`src/rtl/spq_pkg.sv`:
```
package spq_pkg;

    localparam int DEPTH_DEFAULT = 16;

    localparam int PRIO_W = 8;
    localparam int HANDLE_W = 16;
    localparam int PATIENCE_W = 8;
    localparam int REQ_W = 2;
    localparam int STATUS_W = 2;
    localparam int COUNT_OUT_W = 5;

    localparam logic [REQ_W-1:0] REQ_INSERT = 2'd0;
    localparam logic [REQ_W-1:0] REQ_POP = 2'd1;
    localparam logic [REQ_W-1:0] REQ_PURGE = 2'd2;

    localparam logic [STATUS_W-1:0] STATUS_OK = 2'd0;
    localparam logic [STATUS_W-1:0] STATUS_FULL = 2'd1;
    localparam logic [STATUS_W-1:0] STATUS_EMPTY = 2'd2;

    typedef struct packed {
        logic [PRIO_W-1:0] prio;
        logic [HANDLE_W-1:0] handle;
        logic [PATIENCE_W-1:0] patience;
    } entry_t;

    // controller -> datapath
    typedef struct packed {
        logic load_req;
        logic insert;
        logic shift;
        logic load_out;
    } cmd_t;

    // datapath -> controller
    typedef struct packed {
        logic [REQ_W-1:0] req_type;
        logic full;
        logic empty;
        logic head_zero;
    } sts_t;

endpackage

```
`src/rtl/spq_ctrl.sv`:
```
module spq_ctrl (
    input  logic           clk,
    input  logic           rst_n,
    input  logic           in_valid,
    output logic           in_stall,
    output logic           out_valid,
    input  logic           out_stall,
    input  spq_pkg::sts_t  sts,
    output spq_pkg::cmd_t  cmd
);
    import spq_pkg::*;

    localparam logic S_IDLE = 1'b0;
    localparam logic S_EXEC = 1'b1;

    logic state_reg;
    logic state_next;
    logic out_valid_reg;
    logic out_valid_next;
    logic slot_free;

    assign slot_free = !out_valid_reg || !out_stall;
    assign in_stall = (state_reg != S_IDLE);
    assign out_valid = out_valid_reg;

    always_comb
    begin
        cmd = '0;
        state_next = state_reg;
        out_valid_next = out_valid_reg && out_stall;
        case (state_reg)
            S_IDLE:
            begin
                if (in_valid)
                begin
                    cmd.load_req = 1'b1;
                    state_next = S_EXEC;
                end
            end
            S_EXEC:
            begin
                if (sts.req_type == REQ_PURGE && sts.head_zero)
                begin
                    // drop one zero-patience head per cycle
                    cmd.shift = 1'b1;
                end
                else if (slot_free)
                begin
                    cmd.load_out = 1'b1;
                    out_valid_next = 1'b1;
                    state_next = S_IDLE;
                    case (sts.req_type)
                        REQ_INSERT: cmd.insert = !sts.full;
                        REQ_POP:    cmd.shift = !sts.empty;
                        default:    ;
                    endcase
                end
            end
            default:
            begin
                state_next = S_IDLE;
            end
        endcase
    end

    always_ff @(posedge clk or negedge rst_n)
    begin
        if (!rst_n)
        begin
            state_reg <= S_IDLE;
            out_valid_reg <= 1'b0;
        end
        else
        begin
            state_reg <= state_next;
            out_valid_reg <= out_valid_next;
        end
    end

endmodule

```
`src/rtl/spq_datapath.sv`:
```
module spq_datapath #(
    parameter int DEPTH = spq_pkg::DEPTH_DEFAULT
) (
    input  logic                                  clk,
    input  logic                                  rst_n,
    input  spq_pkg::cmd_t                         cmd,
    output spq_pkg::sts_t                         sts,
    input  logic [spq_pkg::REQ_W-1:0]             req_type,
    input  logic [spq_pkg::PRIO_W-1:0]            priority_req,
    input  logic [spq_pkg::HANDLE_W-1:0]          payload_handle,
    input  logic [spq_pkg::PATIENCE_W-1:0]        patience,
    output logic [spq_pkg::STATUS_W-1:0]          status,
    output logic [spq_pkg::PRIO_W-1:0]            out_priority,
    output logic [spq_pkg::HANDLE_W-1:0]          out_handle,
    output logic [spq_pkg::PATIENCE_W-1:0]        out_patience,
    output logic [spq_pkg::COUNT_OUT_W-1:0]       entry_count
);
    import spq_pkg::*;

    localparam int CNT_W = $clog2(DEPTH + 1);

    entry_t cells_reg [DEPTH];
    entry_t cells_next [DEPTH];
    logic [CNT_W-1:0] count_reg;
    logic [CNT_W-1:0] count_next;
    logic [DEPTH-1:0] ge;

    logic [REQ_W-1:0] req_reg;
    entry_t new_reg;

    logic [STATUS_W-1:0] status_reg;
    logic [STATUS_W-1:0] status_next;
    entry_t out_entry_reg;
    entry_t out_entry_next;
    logic [CNT_W-1:0] out_count_reg;
    logic [CNT_W+COUNT_OUT_W-1:0] count_ext;

    logic full;
    logic empty;

    assign full = (count_reg == CNT_W'(DEPTH));
    assign empty = (count_reg == '0);

    assign sts.req_type = req_reg;
    assign sts.full = full;
    assign sts.empty = empty;
    assign sts.head_zero = !empty && (cells_reg[0].patience == '0);

    // cells holding a priority at least the new one stay put; ge is a prefix
    always_comb
    begin
        for (int i = 0; i < DEPTH; i++)
        begin
            ge[i] = (count_reg > CNT_W'(i)) && (cells_reg[i].prio >= new_reg.prio);
        end
    end

    always_comb
    begin
        for (int i = 0; i < DEPTH; i++)
        begin
            cells_next[i] = cells_reg[i];
            if (cmd.insert)
            begin
                if (!ge[i])
                begin
                    if (i == 0)
                        cells_next[i] = new_reg;
                    else if (ge[i-1])
                        cells_next[i] = new_reg;
                    else
                        cells_next[i] = cells_reg[i-1];
                end
            end
            else if (cmd.shift)
            begin
                if (i < DEPTH - 1)
                    cells_next[i] = cells_reg[i+1];
            end
        end
    end

    always_comb
    begin
        count_next = count_reg;
        if (cmd.insert)
            count_next = count_reg + CNT_W'(1);
        else if (cmd.shift)
            count_next = count_reg - CNT_W'(1);
    end

    always_comb
    begin
        status_next = STATUS_OK;
        out_entry_next = '0;
        case (req_reg)
            REQ_INSERT:
            begin
                if (full)
                    status_next = STATUS_FULL;
            end
            REQ_POP:
            begin
                if (empty)
                    status_next = STATUS_EMPTY;
                else
                    out_entry_next = cells_reg[0];
            end
            default: ;
        endcase
    end

    always_ff @(posedge clk or negedge rst_n)
    begin
        if (!rst_n)
        begin
            count_reg <= '0;
        end
        else
        begin
            count_reg <= count_next;
        end
    end

    always_ff @(posedge clk)
    begin
        for (int i = 0; i < DEPTH; i++)
        begin
            cells_reg[i] <= cells_next[i];
        end
        if (cmd.load_req)
        begin
            req_reg <= req_type;
            new_reg.prio <= priority_req;
            new_reg.handle <= payload_handle;
            new_reg.patience <= patience;
        end
        if (cmd.load_out)
        begin
            status_reg <= status_next;
            out_entry_reg <= out_entry_next;
            out_count_reg <= count_next;
        end
    end

    assign count_ext = {{COUNT_OUT_W{1'b0}}, out_count_reg};

    assign status = status_reg;
    assign out_priority = out_entry_reg.prio;
    assign out_handle = out_entry_reg.handle;
    assign out_patience = out_entry_reg.patience;
    assign entry_count = count_ext[COUNT_OUT_W-1:0];

endmodule

```
`src/rtl/sorted_priority_queue.sv`:
```
// Each accepted request word (insert, pop or other code) is registered; once the output
// slot is free, its result word is registered into the output. A purge first drops the
// zero-patience entries from the head, one at a time. The sorted cell row inserts or shifts
// all cells at once, and the controller takes a new word only when idle, after the last result.
// Reset (rst_n low, asynchronous) empties the queue and clears the output valid.
module sorted_priority_queue #(
    parameter int DEPTH = spq_pkg::DEPTH_DEFAULT
) (
    input  logic                                  clk,
    input  logic                                  rst_n,
    input  logic                                  in_valid,
    output logic                                  in_stall,
    input  logic [spq_pkg::REQ_W-1:0]             req_type,
    input  logic [spq_pkg::PRIO_W-1:0]            priority_req,
    input  logic [spq_pkg::HANDLE_W-1:0]          payload_handle,
    input  logic [spq_pkg::PATIENCE_W-1:0]        patience,
    output logic                                  out_valid,
    input  logic                                  out_stall,
    output logic [spq_pkg::STATUS_W-1:0]          status,
    output logic [spq_pkg::PRIO_W-1:0]            out_priority,
    output logic [spq_pkg::HANDLE_W-1:0]          out_handle,
    output logic [spq_pkg::PATIENCE_W-1:0]        out_patience,
    output logic [spq_pkg::COUNT_OUT_W-1:0]       entry_count
);
    import spq_pkg::*;

    cmd_t cmd;
    sts_t sts;

    spq_ctrl u_ctrl (
        .clk       (clk),
        .rst_n     (rst_n),
        .in_valid  (in_valid),
        .in_stall  (in_stall),
        .out_valid (out_valid),
        .out_stall (out_stall),
        .sts       (sts),
        .cmd       (cmd)
    );

    spq_datapath #(
        .DEPTH (DEPTH)
    ) u_datapath (
        .clk            (clk),
        .rst_n          (rst_n),
        .cmd            (cmd),
        .sts            (sts),
        .req_type       (req_type),
        .priority_req   (priority_req),
        .payload_handle (payload_handle),
        .patience       (patience),
        .status         (status),
        .out_priority   (out_priority),
        .out_handle     (out_handle),
        .out_patience   (out_patience),
        .entry_count    (entry_count)
    );

endmodule

```
`config.mk`:
```
export PLATFORM = sky130hd
export DESIGN_NAME = sorted_priority_queue
export DESIGN_NICKNAME = d
export VERILOG_FILES = /design/src/rtl/spq_pkg.sv /design/src/rtl/spq_ctrl.sv /design/src/rtl/spq_datapath.sv /design/src/rtl/sorted_priority_queue.sv
export SDC_FILE = /design/constraint.sdc
export NUM_CORES = 1
export LEC_CHECK = 0
export BUFFER_PORTS_ARGS = -buffer_cell sky130_fd_sc_hd__buf_2
export CAP_MARGIN = 10
export CORE_ASPECT_RATIO = 0.75
export CORE_MARGIN = 4
export CORE_UTILIZATION = 50
export CTS_BUF_LIST = sky130_fd_sc_hd__clkbuf_16
export CTS_CLUSTER_DIAMETER = 50
export DETAILED_ROUTE_END_ITERATION = 8
export HOLD_SLACK_MARGIN = 0.05
export PLACE_DENSITY = 0.75
export SLEW_MARGIN = 10
export SYNTH_ARGS = -nofsm -noshare
export SYNTH_HDL_FRONTEND = slang
export SYNTH_HIERARCHICAL = 1
export SYNTH_SLANG_ARGS = --single-unit
```
`constraint.sdc`:
```
create_clock -name clk -period 6.9 [get_ports clk]
set_clock_uncertainty 0.1 [all_clocks]
set_input_delay 1.38 -clock clk [delete_from_list [all_inputs] [get_ports clk]]
set_output_delay 1.38 -clock clk [all_outputs]
set_load 0.01 [all_outputs]
```
-- Yosys cells after proc, flatten, opt, wreduce, memory -nomap -nowiden
Memory sizes are Yosys's and may differ from the RTL's.
Cells that the tools add are included.
- RAM bits: 512
- bits of input ports: 38
- memories kept: 1
- word-level logic and storage cells: 162
- register bits: 80
- output and inout port bits: 41
- memory list (memory ; words ; bits a word ; read ports ; clocked after memory_dff ; wr ports ; RTL line ; text):
    u_datapath.cells_reg ; 16 ; 32 ; 16 ; 0 ; 16 ; spq_datapath.sv:22 ; entry_t cells_reg [DEPTH];
- equality and inequality tests: 3
- multiplexer cells: 82
- bitwise operators: 2
- $add $sub $neg: 2
- magnitude comparators: 32
- reductions and logical operators: 28
- operators with widths (operator ; count):
    32-bit two-way mux ; 62
    8-bit >= comparator ; 16
    5-bit by 4-bit > comparator with 1-bit output (second input constant) ; 8
    5-bit by 3-bit > comparator with 1-bit output (second input constant) ; 4
    1-bit logical AND ; 19
    1-bit two-way mux ; 13
    5-bit by 1-bit > comparator with 1-bit output (second input constant) ; 2
    5-bit by 2-bit > comparator with 1-bit output (second input constant) ; 2
    5-bit two-way mux ; 2
    8-bit zero test ; 1
    3-bit two-way mux ; 2
    5-bit by 1-bit adder with 5-bit output (second input constant) ; 1
    5-bit == test (second input constant) ; 1
    5-bit zero test ; 1
    5-bit by 1-bit subtractor with 5-bit output (second input constant) ; 1
    1-bit zero test ; 4
    2-bit one-hot mux with 2 select lines ; 1
    2-bit by 1-bit == test with 1-bit output (second input constant) ; 1
    2-bit == test (second input constant) ; 1
    2-bit zero test ; 1
    2-bit two-way mux ; 1
    1-bit NOT ; 2
    1-bit one-hot mux with 2 select lines ; 1
    2-bit OR reduction ; 1
    1-bit logical OR ; 1

-- Logic depth before layout (Yosys ltp)
- word-level depth: 8
- gate-level depth with buffers: 13
- depth with buffers taken out: 10

-- Cells and area by module
Netlist, hierarchy kept.
- by module, submodules not included (module ; sequential area each (µm²) ; area an instance (µm²) ; cells an instance ; instances):
    spq_datapath ; 17692.0 ; 33927.5 ; 3107 ; 1
    spq_ctrl ; 50.0 ; 136.4 ; 13 ; 1

-- Worst setup path after synthesis
OpenSTA, ideal clock, no wires.
- kind: input -> register
- start point: input port out_stall
- end point: memory u_datapath/cells_reg[0][0] (netlist bit) (enable)
- slack: 2213 ps
- data required time: 6372 ps
- arrival: 4160 ps
- cell stages on the path: 8
- library setup time: 428 ps
- path buffers: 4
- path through: a21bo_1 > nor4_2 > buf_2 > inv_2 > clkbuf_1 > clkbuf_1 > buf_1 > o21bai_1
- RTL lines (element ; RTL line ; text):
    start: declaration ; sorted_priority_queue.sv:18 ; input logic out_stall,
    end: declaration ; spq_datapath.sv:22 ;

==> impl_metrics.csv <==
group,metric,value,unit
run_status,outcome,"complete, no violations",
power_and_ir_drop,leakage,12.74,nW
synth,syn_nets,3292,
critical_path,cp-start-kind,"flip-flop",
global_route,grt_pass1_vias,26990,
placement,io_buffers,78,
synth,syn_inst,3120,
route,ant_nets,0,
route,drc,0,
timing,slew_headroom,0.1666,
flow_run,drv_cap,0,
cells_and_area,seqCellArea,17740,um^2
critical_path,path_delay_family,"compound AO/OA/AOI/OAI gates",
clocking,clk_pin_slew,0.06,ns
synth,synth_flop_cell,"edfxtp_1",
cells_and_area,diodes,0,
cells_and_area,final_common_cell,"edfxtp_1",
synth,synth_edf_count,585,
timing,finalSetupViolCount,0,
route,drtPass1Iterations,8,
worst_hold_path,hp-class,"in -> async",
timing,slew_viol_final,0,
cells_and_area,finalNetCount,3163,
cells_and_area,nFillCells,5601,
cells_and_area,drive_gt1_frac,0.1139,
clocking,cts_resized,0,
clocking,worstSkewPairLatency,0.65,ns
floorplanning,die_x,309.4,um
cells_and_area,syn_to_final_growth,8.650,%
timing,rsz0062_at_grt,"no",
synth,synthArstFlopShare,0.01182,
cells_and_area,multi_input_area,14320,um^2
global_route,antenna_found_initial,0,
placement,pre_cts_ws,1.962,ns
floorplanning,num_rows,82,
critical_path,worstPathRequired,7.06,ns
clocking,cts_num_sinks,592,
power_and_ir_drop,powerDensity,404.7,nW/um^2
global_route,grt_pass1_wl,147.6,mm
route,vias_per_cell,6.880,
global_route,grt_max_degree,233,
cells_and_area,largest_reg_flops,512,
timing,max_freq,222.3,MHz
critical_path,crit_chain,"inv_1 -> ha_1 -> a211oi_1 -> o21ai_0 -> a221oi_4 -> buf_4 -> nor2_1 -> a21oi_4",
timing,fin_crit,4.499,ns
power_and_ir_drop,peakVddDrop,0.2076,mV
placement,place_area,34990,um^2
synth,yosysSeqAreaShare,0.5208,
timing,layout_setup_ws,2.401,ns
floorplanning,core,67100,um^2
floorplanning,io_pins,79,
timing,final-hold-violation-count,0,
critical_path,cp_num_buf_inv,2,
synth,ys_warn_count,6,
critical_path,arrival,4.66,ns
clocking,cts-buffers-inserted,60,
route,drtIter0Drc,3266,
cells_and_area,layout_common_cells,"585 x edfxtp_1, 259 x inv_1, 229 x nand3_1, 226 x o221ai_1, 185 x nand2_1",
critical_path,crit_slowest_cell,"a21oi_4",
floorplanning,dieHeight,234.0,um
cells_and_area,fin_area,37010,um^2
synth,ys_types,67,
critical_path,critical_path_class,"reg -> reg",
clocking,h-tree-depth,2,
synth,synth-seq-cells,592,
placement,gp_congestion,0.8619,
route,routed_wl,92.98,mm
clocking,cts_hold_buffers,0,
synth,syn_area_per_cell,10.92,um^2
route,vias,26970,
critical_path,critical-path-max-stage-delay,0.94,ns
timing,tightest_slew,1.250,ns
floorplanning,die_area,72410,um^2
global_route,gr-total-overflow,0,
timing,tns,0,ns
timing,post-route-period-util,0.6520,
route,wl_per_cell,23.72,um
placement,hpwl,64.97,mm
timing,whs,0.4627,ns
clocking,ctsRootBufferMaster,"clkbuf_16",
critical_path,path_max_fanout,64,
clocking,clock_path_buffers,3,
clocking,post-cts-setup-buffers,0,
clocking,cts_tree,"built",
critical_path,cp-end-kind,"flip-flop",
global_route,track_usage,0.2506,
synth,syn_area,34060,um^2
floorplanning,start_util,0.5077,
-- power by group --
part / leakage, nW / internal, W / total (W) / switching [W]
clock: 1.00 / 0.00190 / 0.00336 / 0.00146
sequential: 5.50 / 0.00545 / 0.00602 / 0.000573
combinational: 6.24 / 0.00171 / 0.00559 / 0.00388
-- final cells by class --
cell class                 instances  area share
clock inverter                    48     0.01241
timing repair buffer             142     0.02475
multi-input combinational       1945      0.3868
tap                              882     0.02982
inverter                         250     0.02556
clock buffer                      61     0.04124
sequential                       592      0.4794
-- metal layers --
metal	global-route usage	wire, um	vias to the layer above
met2	0.4110	43930	1491
met1	0.3468	38880	13240
met5	0	0	-
met3	0.03233	7566	197
li1	-	-	12040
met4	0.08596	2594	0
-- cells in the mapped netlist (all sizes together) (78+ instances only) --
library cell / count / area [um^2]
clkbuf: 255 / 958.4
a22oi: 127 / 953.4
inv: 250 / 938.4
buf: 78 / 399.1
nor2: 102 / 382.9
ha: 134 / 1677
o211ai: 132 / 991.0
nand2: 189 / 711.9
and2: 98 / 613.1
o221ai: 256 / 2430
nand3: 229 / 1146
edfxtp: 585 / 17570
-- cells by family after synthesis --
family | after synthesis | share of synthesized area
muxes | 34 | 0.01117
buffers and inverters | 583 | 0.06740
xor gates and xnor gates | 4 | 0.001028
adders and majority gates | 134 | 0.04922
and+or+nand+nor | 841 | 0.1276
DFF | 592 | 0.5208
AOI/OAI and AO/OA | 932 | 0.2227
-- through the flow --
| step | total power [W] | util | cells |
|---|---|---|---|
| 6_report | 0.01498 | 0.5516 | 3920 |
| 5_1_grt | 0.01575 | 0.5516 | 3920 |
| 4_1_cts | 0.01489 | 0.5511 | 3919 |
| 3_5_place_dp | 0.01151 | 0.5215 | 3810 |
| 3_3_place_gp | 0.01118 | 0.5214 | 3810 |
| 2_1_floorplan | 0.009834 | - | 3120 |
-- path summary, 6_finish.rpt --
check                      slack (ns)                   startpoint  cells past startpoint                           to
max                              2.40       u_datapath/new_reg[26]                      8  u_datapath/cells_reg[1][35]
min                              0.46                        rst_n                      1      u_datapath/count_reg[4]
max reg2reg                      2.40       u_datapath/new_reg[26]                      8  u_datapath/cells_reg[1][35]
min reg2reg                      0.46  u_datapath/cells_reg[0][21]                      1    u_datapath/out_handle[13]
max in group asynchronous        6.08                        rst_n                      1      u_datapath/count_reg[2]
min in group clk                 0.46  u_datapath/cells_reg[0][21]                      1    u_datapath/out_handle[13]
(Power assumes the default switching activity.)
